`config.mk`:
```
export PLATFORM = sky130hd
export DESIGN_NAME = number_to_english_word_tokens
export DESIGN_NICKNAME = d
export VERILOG_FILES = /design/src/design/n2e_pkg.sv /design/src/design/n2e_front.sv /design/src/design/n2e_queue.sv /design/src/design/n2e_back.sv /design/src/design/number_to_english_word_tokens.sv
export SDC_FILE = /design/constraint.sdc
export NUM_CORES = 1
export LEC_CHECK = 0
export BUFFER_PORTS_ARGS = -buffer_cell sky130_fd_sc_hd__buf_2
export CAP_MARGIN = 0
export CORE_ASPECT_RATIO = 0.8
export CORE_MARGIN = 5
export CORE_UTILIZATION = 55
export DETAILED_ROUTE_END_ITERATION = 7
export GPL_TIMING_DRIVEN = 0
export HOLD_SLACK_MARGIN = 0.1
export PLACE_DENSITY = 0.72
export SLEW_MARGIN = 20
export SYNTH_ARGS = -nofsm -noshare
export SYNTH_HDL_FRONTEND = slang
export SYNTH_SLANG_ARGS = --single-unit
```
`constraint.sdc`:
```
create_clock -name clk -period 6.7 [get_ports clk]
set_input_delay 1.005 -clock clk [delete_from_list [all_inputs] [get_ports clk]]
set_output_delay 1.005 -clock clk [all_outputs]
set_load 0.02 [all_outputs]
```
`src/design/n2e_pkg.sv`:
```
package n2e_pkg;

  localparam int VALUE_W   = 31;
  localparam int WORD_W    = 5;
  localparam int DIGIT_N   = 10;
  localparam int GROUP_N   = 4;
  localparam int GSLOT_N   = 5;
  localparam int SLOT_N    = GROUP_N * GSLOT_N;
  localparam int SLOT_W    = $clog2(SLOT_N);
  localparam int BIN_W     = 32;
  localparam int BCD_W     = 4 * DIGIT_N;
  localparam int CONV_W    = BCD_W + BIN_W;
  localparam int BITS_PER_CYC = 4;
  localparam int CONV_CYC  = BIN_W / BITS_PER_CYC;
  localparam int CNT_W     = $clog2(CONV_CYC);
  localparam int Q_DEPTH   = 2;
  localparam int Q_AW      = $clog2(Q_DEPTH);

  typedef logic [WORD_W-1:0] word_t;

  localparam word_t W_ZERO      = 5'd0;
  localparam word_t W_TEN       = 5'd10;
  localparam word_t W_TENS_BASE = 5'd18;
  localparam word_t W_HUNDRED   = 5'd28;
  localparam word_t W_SCALE_BASE = 5'd28;

  typedef struct packed {
    logic [SLOT_N-1:0]  mask;
    word_t [SLOT_N-1:0] words;
  } tok_set_t;

  typedef enum logic [1:0] {
    F_IDLE,
    F_CONV,
    F_PUSH
  } front_state_t;

endpackage

```
`src/design/n2e_front.sv`:
```
module n2e_front (
  input  logic                     clk,
  input  logic                     rst_n,
  input  logic                     in_valid,
  output logic                     in_ready,
  input  logic [n2e_pkg::VALUE_W-1:0] in_value,
  output logic                     q_push,
  input  logic                     q_full,
  output n2e_pkg::tok_set_t        q_din
);
  import n2e_pkg::*;

  front_state_t         state_r, state_nxt;
  logic [CNT_W-1:0]     cnt_r, cnt_nxt;
  logic [CONV_W-1:0]    conv_r, conv_nxt;
  logic                 load, step;

  // One double-dabble step: correct each decimal digit, then shift in a bit.
  function automatic logic [CONV_W-1:0] dd_step(input logic [CONV_W-1:0] x);
    logic [CONV_W-1:0] y;
    y = x;
    for (int d = 0; d < DIGIT_N; d++) begin
      if (y[BIN_W + 4*d +: 4] >= 4'd5)
        y[BIN_W + 4*d +: 4] = y[BIN_W + 4*d +: 4] + 4'd3;
    end
    return {y[CONV_W-2:0], 1'b0};
  endfunction

  always_comb begin
    state_nxt = state_r;
    case (state_r)
      F_IDLE: if (in_valid) state_nxt = F_CONV;
      F_CONV: if (cnt_r == CNT_W'(CONV_CYC - 1)) state_nxt = F_PUSH;
      F_PUSH: begin
        if (!q_full) state_nxt = in_valid ? F_CONV : F_IDLE;
      end
      default: state_nxt = F_IDLE;
    endcase
  end

  always_comb begin
    in_ready = 1'b0;
    q_push   = 1'b0;
    step     = 1'b0;
    case (state_r)
      F_IDLE: in_ready = 1'b1;
      F_CONV: step = 1'b1;
      F_PUSH: begin
        q_push   = !q_full;
        in_ready = !q_full;
      end
      default: ;
    endcase
  end

  assign load = in_valid && in_ready;

  always_comb begin
    conv_nxt = conv_r;
    cnt_nxt  = cnt_r;
    if (load) begin
      conv_nxt = CONV_W'(in_value);
      cnt_nxt  = '0;
    end else if (step) begin
      for (int b = 0; b < BITS_PER_CYC; b++)
        conv_nxt = dd_step(conv_nxt);
      cnt_nxt  = cnt_r + 1'b1;
    end
  end

  always_ff @(posedge clk) begin
    if (!rst_n) begin
      state_r <= F_IDLE;
      cnt_r   <= '0;
    end else begin
      state_r <= state_nxt;
      cnt_r   <= cnt_nxt;
    end
    conv_r <= conv_nxt;
  end

  // Classify the decimal digits into token slots, highest group first.
  always_comb begin
    logic [3:0] dig [3*GROUP_N];
    logic [3:0] h, t, o;
    int         base;
    for (int d = 0; d < 3*GROUP_N; d++)
      dig[d] = (d < DIGIT_N) ? conv_r[BIN_W + 4*d +: 4] : 4'd0;
    q_din = '0;
    for (int g = 0; g < GROUP_N; g++) begin
      h    = dig[3*g+2];
      t    = dig[3*g+1];
      o    = dig[3*g];
      base = (GROUP_N - 1 - g) * GSLOT_N;
      q_din.mask[base]    = (h != 4'd0);
      q_din.words[base]   = {1'b0, h};
      q_din.mask[base+1]  = (h != 4'd0);
      q_din.words[base+1] = W_HUNDRED;
      q_din.mask[base+2]  = (t != 4'd0);
      q_din.words[base+2] = (t == 4'd1) ? W_TEN + {1'b0, o} : W_TENS_BASE + {1'b0, t};
      q_din.mask[base+3]  = (t != 4'd1) && (o != 4'd0);
      q_din.words[base+3] = {1'b0, o};
      q_din.mask[base+4]  = (g > 0) && ({h, t, o} != 12'd0);
      q_din.words[base+4] = W_SCALE_BASE + WORD_W'(g);
    end
    // Zero names itself.
    if (q_din.mask == '0) begin
      q_din.mask[0]  = 1'b1;
      q_din.words[0] = W_ZERO;
    end
  end

endmodule

```
`src/design/n2e_queue.sv`:
```
module n2e_queue (
  input  logic              clk,
  input  logic              rst_n,
  input  logic              push,
  input  n2e_pkg::tok_set_t din,
  output logic              full,
  input  logic              pop,
  output logic              valid,
  output n2e_pkg::tok_set_t dout
);
  import n2e_pkg::*;

  tok_set_t          mem_r [Q_DEPTH];
  logic [Q_AW-1:0]   wr_r, wr_nxt, rd_r, rd_nxt;
  logic [Q_AW:0]     cnt_r, cnt_nxt;

  assign full  = (cnt_r == (Q_AW+1)'(Q_DEPTH));
  assign valid = (cnt_r != '0);
  assign dout  = mem_r[rd_r];

  always_comb begin
    wr_nxt  = wr_r;
    rd_nxt  = rd_r;
    cnt_nxt = cnt_r;
    if (push) wr_nxt = (wr_r == Q_AW'(Q_DEPTH - 1)) ? '0 : wr_r + 1'b1;
    if (pop)  rd_nxt = (rd_r == Q_AW'(Q_DEPTH - 1)) ? '0 : rd_r + 1'b1;
    if (push && !pop)      cnt_nxt = cnt_r + 1'b1;
    else if (pop && !push) cnt_nxt = cnt_r - 1'b1;
  end

  always_ff @(posedge clk) begin
    if (!rst_n) begin
      wr_r  <= '0;
      rd_r  <= '0;
      cnt_r <= '0;
    end else begin
      wr_r  <= wr_nxt;
      rd_r  <= rd_nxt;
      cnt_r <= cnt_nxt;
    end
    if (push) mem_r[wr_r] <= din;
  end

endmodule

```
`src/design/n2e_back.sv`:
```
module n2e_back (
  input  logic                       clk,
  input  logic                       rst_n,
  input  logic                       q_valid,
  input  n2e_pkg::tok_set_t          q_dout,
  output logic                       q_pop,
  output logic                       out_valid,
  input  logic                       out_ready,
  output logic [n2e_pkg::WORD_W-1:0] out_word,
  output logic                       out_last
);
  import n2e_pkg::*;

  logic [SLOT_N-1:0]  mask_r, mask_nxt;
  word_t [SLOT_N-1:0] words_r;
  logic               out_valid_r;
  word_t              out_word_r;
  logic               out_last_r;
  logic [SLOT_W-1:0]  sel_idx;
  logic               found, adv, is_last;
  logic [SLOT_N-1:0]  rest_mask;

  // Lowest set slot goes out next.
  always_comb begin
    sel_idx = '0;
    found   = 1'b0;
    for (int i = 0; i < SLOT_N; i++) begin
      if (!found && mask_r[i]) begin
        sel_idx = SLOT_W'(i);
        found   = 1'b1;
      end
    end
  end

  assign rest_mask = mask_r & (mask_r - 1'b1);
  assign is_last   = (rest_mask == '0);
  assign adv       = (mask_r != '0) && (!out_valid_r || out_ready);
  // Load the next value as the last token of this one leaves.
  assign q_pop     = q_valid && ((mask_r == '0) || (adv && is_last));

  always_comb begin
    mask_nxt = mask_r;
    if (q_pop)    mask_nxt = q_dout.mask;
    else if (adv) mask_nxt = rest_mask;
  end

  always_ff @(posedge clk) begin
    if (!rst_n) begin
      mask_r      <= '0;
      out_valid_r <= 1'b0;
    end else begin
      mask_r <= mask_nxt;
      if (adv)            out_valid_r <= 1'b1;
      else if (out_ready) out_valid_r <= 1'b0;
    end
    if (q_pop) words_r <= q_dout.words;
    if (adv) begin
      out_word_r <= words_r[sel_idx];
      out_last_r <= is_last;
    end
  end

  assign out_valid = out_valid_r;
  assign out_word  = out_word_r;
  assign out_last  = out_last_r;

endmodule

```
`src/design/number_to_english_word_tokens.sv`:
```
// Names a 31-bit unsigned value as a stream of English word codes, highest
// digit group first, with out_last on the final code; zero gives one code.
// The front end runs the binary-to-decimal converter at four bits a cycle,
// then hands the value to the two-entry queue; the back end sends one code
// per cycle while out_ready is high, 1 to 16 codes a value, moving straight
// on to the next queued value.
module number_to_english_word_tokens (
  input  logic                        clk,
  input  logic                        rst_n,
  input  logic                        in_valid,
  output logic                        in_ready,
  input  logic [n2e_pkg::VALUE_W-1:0] in_value,
  output logic                        out_valid,
  input  logic                        out_ready,
  output logic [n2e_pkg::WORD_W-1:0]  out_word,
  output logic                        out_last
);
  import n2e_pkg::*;

  tok_set_t q_din, q_dout;
  logic     q_push, q_full, q_pop, q_valid;

  n2e_front u_front (
    .clk      (clk),
    .rst_n    (rst_n),
    .in_valid (in_valid),
    .in_ready (in_ready),
    .in_value (in_value),
    .q_push   (q_push),
    .q_full   (q_full),
    .q_din    (q_din)
  );

  n2e_queue u_queue (
    .clk   (clk),
    .rst_n (rst_n),
    .push  (q_push),
    .din   (q_din),
    .full  (q_full),
    .pop   (q_pop),
    .valid (q_valid),
    .dout  (q_dout)
  );

  n2e_back u_back (
    .clk       (clk),
    .rst_n     (rst_n),
    .q_valid   (q_valid),
    .q_dout    (q_dout),
    .q_pop     (q_pop),
    .out_valid (out_valid),
    .out_ready (out_ready),
    .out_word  (out_word),
    .out_last  (out_last)
  );

endmodule

```
Word-level counts from Yosys, hierarchy flattened
Memories as Yosys holds them, arrays and structs flattened. A register that Yosys moved wholly into a read port is not among the register bits.
Index checks and enable logic that the tools add are counted.
{"block": "word_totals", "word_cells": 383, "n_memories": 1, "out_inout_bits": 8, "register_bits": 208, "mem_bits_rw": 120}
{"block": "classes", "order_cmp": 41, "bitwise": 2, "reduce_logical": 77, "n_addsub": 52, "mux": 166, "eq_ne": 13}
{"memory": "u_queue.mem_r", "words": 2, "width": 60, "rd": 1, "rd_ports_with_merged_regs": 1, "wr": 1, "line_no": "n2e_queue.sv:13", "rtl": "tok_set_t mem_r [Q_DEPTH];"}
{"cell": "4-bit two-way mux", "count": 98}
{"cell": "4-bit by 3-bit greater-or-equal comparator with 1-bit output (second input constant)", "count": 40}
{"cell": "4-bit by 2-bit adder with 4-bit output (second input constant)", "count": 36}
{"cell": "31-bit two-way mux", "count": 2}
{"cell": "3-bit two-way mux", "count": 14}
{"cell": "20-bit zero test", "count": 2}
{"cell": "20-bit two-way mux", "count": 2}
{"cell": "5-bit two-way mux", "count": 8}
{"cell": "4-bit nonzero test", "count": 10}
{"cell": "1-bit two-way mux", "count": 32}
{"cell": "1-bit logical AND", "count": 28}
{"cell": "5-bit binary-select mux with 5-bit select", "count": 1}
{"cell": "12-bit nonzero test", "count": 2}
{"cell": "1-bit zero test", "count": 23}
{"cell": "20-bit AND", "count": 1}
{"cell": "20-bit nonzero test", "count": 1}
{"cell": "20-bit by 1-bit subtractor with 20-bit output (second input constant)", "count": 1}
{"cell": "16-bit zero test", "count": 1}
{"cell": "4-bit by 4-bit adder with 5-bit output (first input constant)", "count": 3}
{"cell": "5-bit by 4-bit adder with 5-bit output (first input constant)", "count": 3}
{"cell": "2-bit two-way mux", "count": 7}
{"cell": "3-bit by 2-bit adder with 3-bit output (second input constant)", "count": 4}
{"cell": "4-bit by 1-bit == test with 1-bit output (second input constant)", "count": 3}
{"cell": "4-bit by 1-bit != test with 1-bit output (second input constant)", "count": 3}
{"cell": "18 further kinds", "count": 26}

Logic depth before layout (Yosys ltp)
Gate-level depths: netlist of the first run.
{"block": "depth", "depth_word": 60, "ltp_mapped": 25}

Hierarchy
A second synthesis of the first run with hierarchy kept.
{"block": "unflattened", "hier_cells": 1860, "area_unflattened_um2": 22809.4}
{"mod": "n2e_queue", "area_per_inst_um2": 8912.3, "cells_per_inst": 395, "instances": 1, "seq_area_each_um2": 7307.0}
{"mod": "n2e_front", "area_per_inst_um2": 8455.6, "cells_per_inst": 1123, "instances": 1, "seq_area_each_um2": 1851.8}
{"mod": "n2e_back", "area_per_inst_um2": 5441.5, "cells_per_inst": 342, "instances": 1, "seq_area_each_um2": 3603.5}

Worst setup path before layout of the first run
OpenSTA, ideal clock, no wires.
{"block": "synth_path", "kind": "flip-flop to flip-flop", "start": "reg u_front.conv_r[56]", "end": "reg u_front.conv_r[62]", "arrival_time_ps": 4562, "slack_ps": 2020, "path_buffers": 0, "synth_period_minus_slack_ps": 4680, "setup_ps": 117, "path_stages_with_launch": 24, "required_ps": 6583, "cell_sequence": "dfxtp_1 > inv_1 > ha_1 > and2b_1 > nor4_1 > a21o_1 > inv_1 > ha_1 > nor2b_1 > a2111oi_0 > nor3_1 > xnor2_1 > inv_1 > ha_1 > nor2b_1 > o21a_1 > xor2_1 > inv_1 > ha_1 > nand2b_1 > o2111ai_1 > o211ai_1 > or2_2 > a32o_1"}
{"block": "synth_between", "elab_chain_cells": 14}
{"item": "start: declaration", "line_no": "n2e_front.sv:15", "rtl": "logic [CONV_W-1:0] conv_r, conv_nxt;"}
{"item": "start signal: assignment", "line_no": "n2e_front.sv:79", "rtl": "conv_r <= conv_nxt;"}
{"item": "4-bit by 2-bit adder with 4-bit output / 4-bit by 3-bit greater-or-equal comparator with 1-bit output (equally long branches)", "line_no": "n2e_front.sv:24, n2e_front.sv:23"}
{"item": "4-bit two-way mux *", "line_no": "n2e_front.sv:23", "rtl": "if (y[BIN_W + 4*d +: 4] >= 4'd5)"}
{"item": "4-bit two-way mux *", "line_no": "n2e_front.sv:64", "rtl": "end else if (step) begin"}
{"item": "4-bit two-way mux *", "line_no": "n2e_front.sv:61", "rtl": "if (load) begin"}
{"item": "4-bit by 2-bit adder with 4-bit output / 4-bit by 3-bit greater-or-equal comparator with 1-bit output (equally long branches)", "line_no": "n2e_front.sv:24, n2e_front.sv:23"}
{"item": "4-bit two-way mux", "line_no": "n2e_front.sv:23"}
{"item": "4-bit two-way mux", "line_no": "n2e_front.sv:64"}
{"item": "4-bit two-way mux", "line_no": "n2e_front.sv:61"}
{"item": "4-bit by 2-bit adder with 4-bit output / 4-bit by 3-bit greater-or-equal comparator with 1-bit output (equally long branches)", "line_no": "n2e_front.sv:24, n2e_front.sv:23"}
{"item": "4-bit two-way mux", "line_no": "n2e_front.sv:23"}
{"item": "4-bit two-way mux", "line_no": "n2e_front.sv:64"}
{"item": "4-bit two-way mux", "line_no": "n2e_front.sv:61"}
{"item": "4-bit by 2-bit adder with 4-bit output / 4-bit by 3-bit greater-or-equal comparator with 1-bit output (equally long branches)", "line_no": "n2e_front.sv:24, n2e_front.sv:23"}
{"item": "4-bit two-way mux *", "line_no": "n2e_front.sv:23"}
Every way passes the cells marked *; elsewhere a longest branch is shown, timed or not. The select of a mux whose other input is x is not followed.
A chain may end at the register's enable or synchronous reset.

Final worst setup path of the first run
{"block": "layout_path", "start": "reg u_front.conv_r[33]", "end": "reg u_front.conv_r[37]"}
The elaborated chain is that of the path after synthesis.

==> implementation parameters, run 1 <==
Parameter                              Value

Critical path
  Crit path to    u_front.conv_r[37]
  Critical register-to-register path startpoint    u_front.conv_r[33]
  Worst setup path startpoint    u_front.conv_r[33]
  Signal arrival time at the worst endpoint    6.15 ns
  Cell breakdown of the critical path    inv_1 > ha_1 > nor2b_1 > nor4b_1 > a21o_1 > inv_1 > ha_1 > nor2b_1 > a2111oi_0 > nor3_1 > xnor2_1 > inv_1 > ha_1 > nor2b_1 > o21bai_1 > xnor2_1 > inv_1 > ha_1 > nand2b_1 > and3_1 > o311ai_0 > o311ai_0
  Critical path capture point type    flip-flop
  Largest stage delay on the critical path    0.58 ns
  Flop-to-flop setup slack    about 1 ns
  Worst path top cell family by delay    simple AND/OR/NAND/NOR gates
  CP max FO    8
  Path type of the worst setup path    flip-flop to flip-flop
  Data required, critical path    ~7.1 ns
  CP bufs+invs    4
  WP depth    22
  Reg2reg path depth    22
  Slowest cell on the critical path    sky130_fd_sc_hd__dfxtp_1
  Element type at the critical path start    flip-flop
  Worst reg2reg endpoint    u_front.conv_r[37]

STA
  Fraction of the cycle the final worst path needs    between 80% and 90%
  # setup viols final    0
  Post-route minimum period    roughly 5.7 ns
  Total count of hold-check failures in the final report    0
  Total count of max-transition violations in the final report    0
  Setup repair after global routing missed its margin    false
  Hold Worst Slack    between 0.4 and 0.5 ns
  Highest attainable clock frequency    roughly 0.17 GHz
  Pin slew with the least headroom to its limit    1.045 ns
  Final clock skew    about 0.016 ns
  Final TNS setup    0 ns
  Slew Limit Headroom    a little under a third

Global routing
  Total track usage    22.41%
  Largest net degree at the start of global routing    53
  Antenna violations before repair    0
  Via count of the first global-routing pass    about 11k
  Overall overflow remaining after global route    0
  Global-route wire length before repair    a little under 60000 um

Synthesis
  Cell taking the most area after synthesis    sky130_fd_sc_hd__edfxtp_1
  Number of synthesized flops with an enable pin    192
  Most used standard cell by instance count after synthesis    sky130_fd_sc_hd__nand2_1
  Part of the Yosys area used for sequential elements    between 40 and 50%
  Share of Yosys cell area claimed by the top area cell type    a little over a third
  Post-synth cell types    88
  Share of synthesized cell area in and, or, nand and nor gates    ~17%
  Post-synthesis area per instance    between 10 and 15 um2
  Main combinational cell family by area after synthesis    simple AND/OR/NAND/NOR gates
  Seq cells post-synth    264
  Synth top cells by count    sky130_fd_sc_hd__nand2_1 (195), sky130_fd_sc_hd__edfxtp_1 (192), sky130_fd_sc_hd__ha_1 (102)
  Yosys warnings    0
  Xor and xnor area share after synthesis    2.214%
  Adder-cell share of the synthesized area    approximately 8.3%
  Post-synthesis instance area    around 0.016 mm2
  Number of instances in the synthesized netlist    roughly 1.5k
  Net count after synthesis    1680
  Proportion of register bits with asynchronous set or reset after synthesis    0%
  Main area contributors after synthesis    sky130_fd_sc_hd__edfxtp_1 (36%), sky130_fd_sc_hd__dfxtp_1 (9.1%), sky130_fd_sc_hd__ha_1 (8.1%), sky130_fd_sc_hd__mux2_2 (5.0%), sky130_fd_sc_hd__nand2_1 (4.6%)
  Proportion of synthesized area in mux cells    under 10%
  Complex-gate fraction of the synthesized area    ~15%
  Main flop type after synthesis    sky130_fd_sc_hd__edfxtp_1

Die
  Die Area    roughly 0.032 mm2
  Core Area    around 0.028 mm2
  # rows    55
  Die outline width    199.7 um
  Number of top-level design ports    43
  Initial Utilization    a little under three fifths
  Die Span Y    roughly 160 um

Routing
  Detailed-route wire length per cell    about 18 um
  Initial drt markers    ~1.1k
  Vias per inst    5.945
  Vias    11.94k
  Antenna-violating nets left    0
  Sum of routed wire length over all layers    36470 um
  First-pass DRT Iterations    5
  Final routed DRC violation total    0

Cells and area
  Net count, final    1755
  Post-synthesis to final-layout area growth    10.94%
  Fill cell total of the finished layout    around 2.3k
  Count of antenna diodes in the layout    0
  Ratio of cells with drive above 1 in the final layout    between 10% and 20%

CTS
  Largest buffer count on any clock path    3
  TritonCTS sink count    about 260
  Insertion delay to the later sink of the worst-skew pair    between 0.5 and 0.6 ns
  Clock tree root driver cell    sky130_fd_sc_hd__clkbuf_16
  Number of buffers created by CTS    27
  Buffers inserted by post-CTS timing repair    0
  Clock transition at path regs    approximately 0.07 ns
  Number of H-tree levels    1
  Post-CTS Hold Fix Bufs    0
  Count of cells resized by post-cts repair    0
  TritonCTS clock tree    yes

Job
  Max_cap viols    0

Worst hold path
  Path class of the lowest-slack min-delay path    flip-flop to flip-flop

Place
  IO Port Bufs    41
  HPWL after detailed placement    around 27000 um
  Gpl congestion    between 0.9 and 1

Outcome
  Run status    finished clean
layer usage:
layer	part of all wire [%]	track usage, %	up-vias
met5	0	0	-
met4	2.1	5.031	0
met3	6.2	3.650	53
met2	43	33.91	344
met1	48	34.06	5731
li1	-	-	5815
worst min path at each step:
stage | start | end | depth (start not counted)
6_report | u_front.conv_r[42] | u_queue.mem_r[1][32] | 0
5_1_grt | u_front.conv_r[42] | u_queue.mem_r[1][32] | 0
4_1_cts | u_front.conv_r[42] | u_queue.mem_r[1][32] | 0
3_5_place_dp | u_front.conv_r[42] | u_queue.mem_r[1][32] | 0
3_3_place_gp | u_front.conv_r[55] | u_queue.mem_r[0][20] | 0
2_1_floorplan | u_front.conv_r[27] | u_front.conv_r[31] | 2
layout by cell type (no fill, tap or decap), types with 36 or more instances in the layout:
cell type | netlist | routed
sky130_fd_sc_hd__nand2b_1 | 37 | 37
sky130_fd_sc_hd__mux2_2 | 70 | 70
sky130_fd_sc_hd__nor2_1 | 66 | 66
sky130_fd_sc_hd__inv_1 | 95 | 95
sky130_fd_sc_hd__nand2_1 | 195 | 195
sky130_fd_sc_hd__and2_1 | 37 | 36
sky130_fd_sc_hd__a21oi_1 | 54 | 53
sky130_fd_sc_hd__ha_1 | 102 | 102
sky130_fd_sc_hd__buf_2 | 13 | 54
sky130_fd_sc_hd__edfxtp_1 | 192 | 192
sky130_fd_sc_hd__dfxtp_1 | 72 | 72
sky130_fd_sc_hd__clkbuf_1 | 43 | 46
sky130_fd_sc_hd__mux2i_1 | 44 | 44
sky130_fd_sc_hd__o21ai_0 | 54 | 54
registers in the layout, summed over array words and instances (netlist names), named ones only:
signal	count
u_queue.mem_r	112
u_front.conv_r	72
u_back.words_r	43
u_back.mask_r	20
u_back.out_word	5
u_front.cnt_r	3
u_front.state_r	2
u_queue.cnt_r	2
u_back.out_last	1
u_back.out_valid	1
u_queue.rd_r	1
u_queue.wr_r	1
final cells by class:
cell class	instances	area, um2	share of cell area [%]
buffer	60	265.3	1.511
clock buffer	31	690.7	3.934
clock inverter	19	255.2	1.454
inverter	100	375.4	2.138
multi-input combinational	1119	7994	45.53
sequential	264	7207	41.05
tap	370	462.9	2.637
timing repair buffer	46	307.8	1.753
cell families after synthesis:
| group | Yosys count |
|---|---|
| mux | 114 |
| buf+inv | 160 |
| compound gates | 343 |
| flops | 264 |
| simple gates | 516 |
| xor+xnor | 40 |
| fa+ha+maj | 106 |
stage by stage:
stage	setup WS (ns)	area [um2]	std cells	utilization (%)
floorplan	2.020	15830	1543	-
global placement	0.8966	16490	1954	58.18
detailed placement	1.130	16610	1959	58.59
CTS	1.138	17560	2009	61.93
global route	0.5311	17560	2009	61.93
finish	0.9792	17560	2009	61.93
Power of run 1 is not shown: default switching activity piles up to over one toggle a cycle in this logic, so the estimate is an artifact.
==> inputs of run 2 (changes only) <==
Settings changed: CORE_ASPECT_RATIO 0.8 to 1.5, CORE_UTILIZATION 55 to 50, PLACE_DENSITY 0.72 to 0.66.
==> implementation parameters, run 2 (same netlist as run 1, synthesis figures left out) <==
Parameter                              Value

Routing
  Antenna-violating nets left    0
  Final routed DRC violation total    0
  Sum of routed wire length over all layers    36050 um
  First-pass DRT Iterations    5
  Vias per inst    ~5.7
  Vias    between 10k and 15k
  Initial drt markers    roughly 600
  Detailed-route wire length per cell    approximately 18 um

CTS
  Insertion delay to the later sink of the worst-skew pair    0.54 ns
  Largest buffer count on any clock path    3
  Buffers inserted by post-CTS timing repair    0
  Post-CTS Hold Fix Bufs    0
  TritonCTS clock tree    yes
  Number of H-tree levels    1
  Count of cells resized by post-cts repair    0
  Number of buffers created by CTS    27
  TritonCTS sink count    between 200 and 300
  Clock tree root driver cell    sky130_fd_sc_hd__clkbuf_16
  Clock transition at path regs    approximately 0.060 ns

Die
  Die outline width    roughly 160 um
  Number of top-level design ports    43
  # rows    79
  Core Area    0.03114 mm2
  Die Span Y    between 200 and 250 um
  Die Area    roughly 0.035 mm2
  Initial Utilization    50.83%

Critical path
  Signal arrival time at the worst endpoint    approximately 5.9 ns
  Path type of the worst setup path    flip-flop to flip-flop
  Critical path capture point type    flip-flop
  Element type at the critical path start    flip-flop
  CP max FO    9
  Data required, critical path    around 7.1 ns

Cells and area
  Most common cell after layout, fill and taps aside    sky130_fd_sc_hd__nand2_1
  Most flop-heavy register    u_queue.mem_r
  Registers with the most flip-flops    u_queue.mem_r x112, u_front.conv_r x72, u_back.words_r x43
  Flip-flop count of the largest register, all copies and words added    between 100 and 150
  Ratio of cells with drive above 1 in the final layout    between 10% and 20%
  Post-synthesis to final-layout area growth    10.97%
  Fill cell total of the finished layout    around 2.8k
  Net count, final    roughly 1.8k
  Count of antenna diodes in the layout    0
  Commonest cells after routing, fill and taps aside    sky130_fd_sc_hd__nand2_1 (195), sky130_fd_sc_hd__edfxtp_1 (192), sky130_fd_sc_hd__ha_1 (102)

Global routing
  Global-route wire length before repair    between 50000 and 60000 um
  Total track usage    about 20%
  Antenna violations before repair    0
  Largest net degree at the start of global routing    53
  Via count of the first global-routing pass    11.64k
  Overall overflow remaining after global route    0

STA
  Slew Limit Headroom    33.86%
  Final clock skew    ~0.017 ns
  Final TNS setup    0 ns
  Fraction of the cycle the final worst path needs    83.02%
  Pin slew with the least headroom to its limit    around 0.98 ns
  Total count of hold-check failures in the final report    0
  Post-route minimum period    between 5 and 6 ns
  # setup viols final    0
  Total count of max-transition violations in the final report    0
  Setup repair after global routing missed its margin    false
  Highest attainable clock frequency    0.1798 GHz

Worst hold path
  Path class of the lowest-slack min-delay path    flip-flop to flip-flop

Job
  Max_cap viols    0

Place
  HPWL after detailed placement    about 27000 um
  Gpl congestion    approximately 0.89
  IO Port Bufs    around 40

Outcome
  Run status    finished clean
## run 2: cell count changes in the layout (fill, tap and decap cells not counted), sizes merged
| cell | delta |
|---|---|
| clkinv | +4 |
| bufinv | -2 |
| clkinvlp | -2 |
## run 2: per-stage QoR
stage	util, %	worst slack [ns]	area, um2	instances	hold slack (ns)
2_1_floorplan	-	2.020	15830	1543	0.4176
3_3_place_gp	53.12	0.5259	16540	1989	0.4306
3_5_place_dp	53.47	1.160	16650	1994	0.4379
4_1_cts	56.41	1.102	17560	2044	0.4535
5_1_grt	56.41	0.4497	17560	2044	0.4722
6_report	56.41	1.138	17560	2044	0.4521
## run 2: layer usage
metal / vias to the layer above / wire length [um] / track usage, %
li1: 5815 / - / -
met1: 5584 / 15030 / 24.55
met2: 222 / 18810 / 36.66
met3: 62 / 1137 / 1.781
met4: 0 / 1071 / 6.406
met5: - / 0 / 0
## run 2: worst paths after layout
kind                                         start              endpoint  slack (ns)  cells after the start
worst min-delay path            u_front.conv_r[55]  u_queue.mem_r[0][20]        0.45                      0
worst min register to register  u_front.conv_r[55]  u_queue.mem_r[0][20]        0.45                      0
worst max register to register  u_front.conv_r[32]    u_front.conv_r[37]        1.14                     22
worst max-delay path            u_front.conv_r[32]    u_front.conv_r[37]        1.14                     22
## run 2: layout make-up
| cell class | count | area, um2 | share of cell area, % |
|---|---|---|---|
| Multi-Input combinational cell | 1119 | 7996 | 45.53 |
| Sequential cell | 264 | 7207 | 41.03 |
| Clock buffer | 31 | 720.7 | 4.103 |
| Tap cell | 405 | 506.7 | 2.885 |
| Inverter | 100 | 375.4 | 2.137 |
| Timing Repair Buffer | 46 | 296.5 | 1.688 |
| Buffer | 60 | 265.3 | 1.510 |
| Clock inverter | 19 | 195.2 | 1.111 |
## run 2: worst max-delay path: stages (launching register included)
cell                        delay, ns
sky130_fd_sc_hd__dfxtp_1         0.51
sky130_fd_sc_hd__inv_1           0.11
sky130_fd_sc_hd__ha_1            0.29
sky130_fd_sc_hd__nor2b_1         0.19
sky130_fd_sc_hd__nor4b_1         0.36
sky130_fd_sc_hd__a21o_1          0.18
sky130_fd_sc_hd__inv_1           0.06
sky130_fd_sc_hd__ha_1            0.19
sky130_fd_sc_hd__nor2b_1         0.16
sky130_fd_sc_hd__a2111oi_0       0.37
sky130_fd_sc_hd__nor3_1          0.15
sky130_fd_sc_hd__xnor2_1         0.42
sky130_fd_sc_hd__inv_1           0.12
sky130_fd_sc_hd__ha_1            0.24
sky130_fd_sc_hd__nor2b_1         0.15
sky130_fd_sc_hd__o21bai_1        0.37
sky130_fd_sc_hd__xnor2_1         0.21
sky130_fd_sc_hd__inv_1           0.13
sky130_fd_sc_hd__ha_1            0.21
sky130_fd_sc_hd__nand2b_1        0.19
sky130_fd_sc_hd__and3_1          0.23
sky130_fd_sc_hd__o311ai_0        0.30
sky130_fd_sc_hd__o311ai_0        0.23
Power of run 2 is left out for the same reason.
==> inputs of run 3 (changes only) <==
Clock period 6.7 ns to 5.7 ns, I/O delays scaled along.
==> implementation parameters, run 3 (same netlist as run 1, synthesis figures left out) <==
Parameter                              Value

Cells and area
  Most common cell after layout, fill and taps aside    sky130_fd_sc_hd__nand2_1
  Flip-flop count of the largest register, all copies and words added    between 100 and 150
  Post-synthesis to final-layout area growth    11.38%
  Commonest cells after routing, fill and taps aside    sky130_fd_sc_hd__nand2_1 (195), sky130_fd_sc_hd__edfxtp_1 (192), sky130_fd_sc_hd__ha_1 (102)
  Count of antenna diodes in the layout    0
  Ratio of cells with drive above 1 in the final layout    roughly 15%
  Share of the core filled with cells in the final layout    about 57%
  Fill cell total of the finished layout    about 2.8k
  Most flop-heavy register    u_queue.mem_r
  Registers with the most flip-flops    u_queue.mem_r x112, u_front.conv_r x72, u_back.words_r x43
  Net count, final    about 1.8k

CTS
  Clock transition at path regs    approximately 0.060 ns
  Number of buffers created by CTS    27
  TritonCTS sink count    between 200 and 300
  Clock tree root driver cell    sky130_fd_sc_hd__clkbuf_16
  Largest buffer count on any clock path    3
  Insertion delay to the later sink of the worst-skew pair    roughly 0.54 ns
  TritonCTS clock tree    yes
  Number of H-tree levels    1

Critical path
  Element type at the critical path start    flip-flop
  CP max FO    8
  Slowest cell on the critical path    sky130_fd_sc_hd__or4b_1
  Data required, critical path    about 6.1 ns
  Signal arrival time at the worst endpoint    about 5.6 ns
  Critical path capture point type    flip-flop
  Cell breakdown of the critical path    inv_1 > ha_1 > nor2b_1 > a2bb2oi_1 > nand2_1 > ha_1 > nor2b_1 > or4b_1 > o211ai_1 > inv_1 > ha_1 > nor2b_1 > o21bai_2 > xnor2_1 > inv_1 > ha_1 > nand2b_1 > and3_1 > o311ai_0 > o311ai_0
  Critical Path Most Common Cell    sky130_fd_sc_hd__ha_1
  Path type of the worst setup path    flip-flop to flip-flop
  Largest stage delay on the critical path    roughly 0.53 ns

Global routing
  Global-route wire length before repair    between 50000 and 60000 um
  Overall overflow remaining after global route    0
  Via count of the first global-routing pass    11.64k
  Largest net degree at the start of global routing    53
  Total track usage    approximately 20%
  Antenna violations before repair    0

STA
  Pin slew with the least headroom to its limit    around 1 ns
  # setup viols final    0
  Slew Limit Headroom    32.98%
  Final clock skew    0.01947 ns
  Total count of max-transition violations in the final report    0
  Total count of hold-check failures in the final report    0
  Highest attainable clock frequency    between 0.15 and 0.2 GHz
  Fraction of the cycle the final worst path needs    about nine tenths
  Smallest setup slack after layout    between 0.4 and 0.5 ns
  Setup repair after global routing missed its margin    false
  Final TNS setup    0 ns
  Post-route minimum period    ~5.2 ns

Routing
  Antenna-violating nets left    0
  Detailed-route wire length per cell    17.61 um
  Vias    between 10k and 15k
  Vias per inst    roughly 5.7
  Initial drt markers    between 600 and 700
  First-pass DRT Iterations    5
  Sum of routed wire length over all layers    ~36000 um
  Final routed DRC violation total    0

Die
  Number of top-level design ports    43
  Die Span Y    ~230 um
  Die outline width    155.3 um
  Die Area    between 0.03 and 0.04 mm2
  Core Area    0.03114 mm2
  Initial Utilization    between 50% and 60%
  # rows    just under 80

Job
  Max_cap viols    0

Worst hold path
  Path class of the lowest-slack min-delay path    flip-flop to flip-flop

Place
  HPWL after detailed placement    26870 um
  Setup slack at placement    ~0.16 ns
  IO Port Bufs    41
  Gpl congestion    around 0.89

Outcome
  Run status    finished clean
[run 3: changes by cell type in the layout (fill, tap and decap cells not counted), sizes merged]
cell and change:
buf +1
[run 3: through the flow]
stage | area (um2) | hold slack [ns] | instances
final | 17630 | 0.4520 | 2045
after global routing | 17630 | 0.4722 | 2045
after CTS | 17560 | 0.4535 | 2044
after detailed placement | 16650 | 0.4379 | 1994
after global placement | 16540 | 0.4306 | 1989
after floorplan | 15830 | 0.4176 | 1543
[run 3: cell type report]
| type | instances | area, um2 | share of cell area (%) |
|---|---|---|---|
| Tap cell | 405 | 506.7 | 2.875 |
| Buffer | 60 | 265.3 | 1.505 |
| Sequential cell | 264 | 7214 | 40.93 |
| Inverter | 100 | 375.4 | 2.129 |
| Multi-Input combinational cell | 1119 | 8046 | 45.65 |
| Timing Repair Buffer | 47 | 304.0 | 1.725 |
| Clock inverter | 19 | 195.2 | 1.107 |
| Clock buffer | 31 | 720.7 | 4.088 |
[run 3: final timing paths]
path	startpoint	endpoint	slack, ns	cells past startpoint
worst max register to register	u_front.conv_r[33]	u_front.conv_r[37]	0.49	20
worst min-delay path	u_front.conv_r[54]	u_queue.mem_r[1][19]	0.45	0
worst max-delay path	u_front.conv_r[33]	u_front.conv_r[37]	0.49	20
worst min register to register	u_front.conv_r[54]	u_queue.mem_r[1][19]	0.45	0
[run 3: what timing repair did]
item / CTS / global route
setup endpoints to repair: 0 / 11
buffers inserted: 0 / 1
resized for setup: 0 / 16
hold buffers: 0 / 0
endpoints found under the hold margin: 0 / 0
[run 3: per-layer routing]
metal / GRT usage, % / share of wire [%] / vias up
met4: 6.406 / 2.9 / 0
met5: 0 / 0 / -
met3: 1.781 / 3.2 / 58
li1: - / - / 5819
met2: 36.66 / 52 / 208
met1: 24.55 / 42 / 5634
[run 3: critical path, delay by kind of cell (launching register included)]
kind	cells	cell delay [ns]
adders and majority gates	4	0.94
and+or+nand+nor	7	1.70
DFF	1	0.36
AOI/OAI and AO/OA	5	1.45
xor gates and xnor gates	1	0.19
buffers and inverters	3	0.38
Power of run 3 is left out for the same reason.
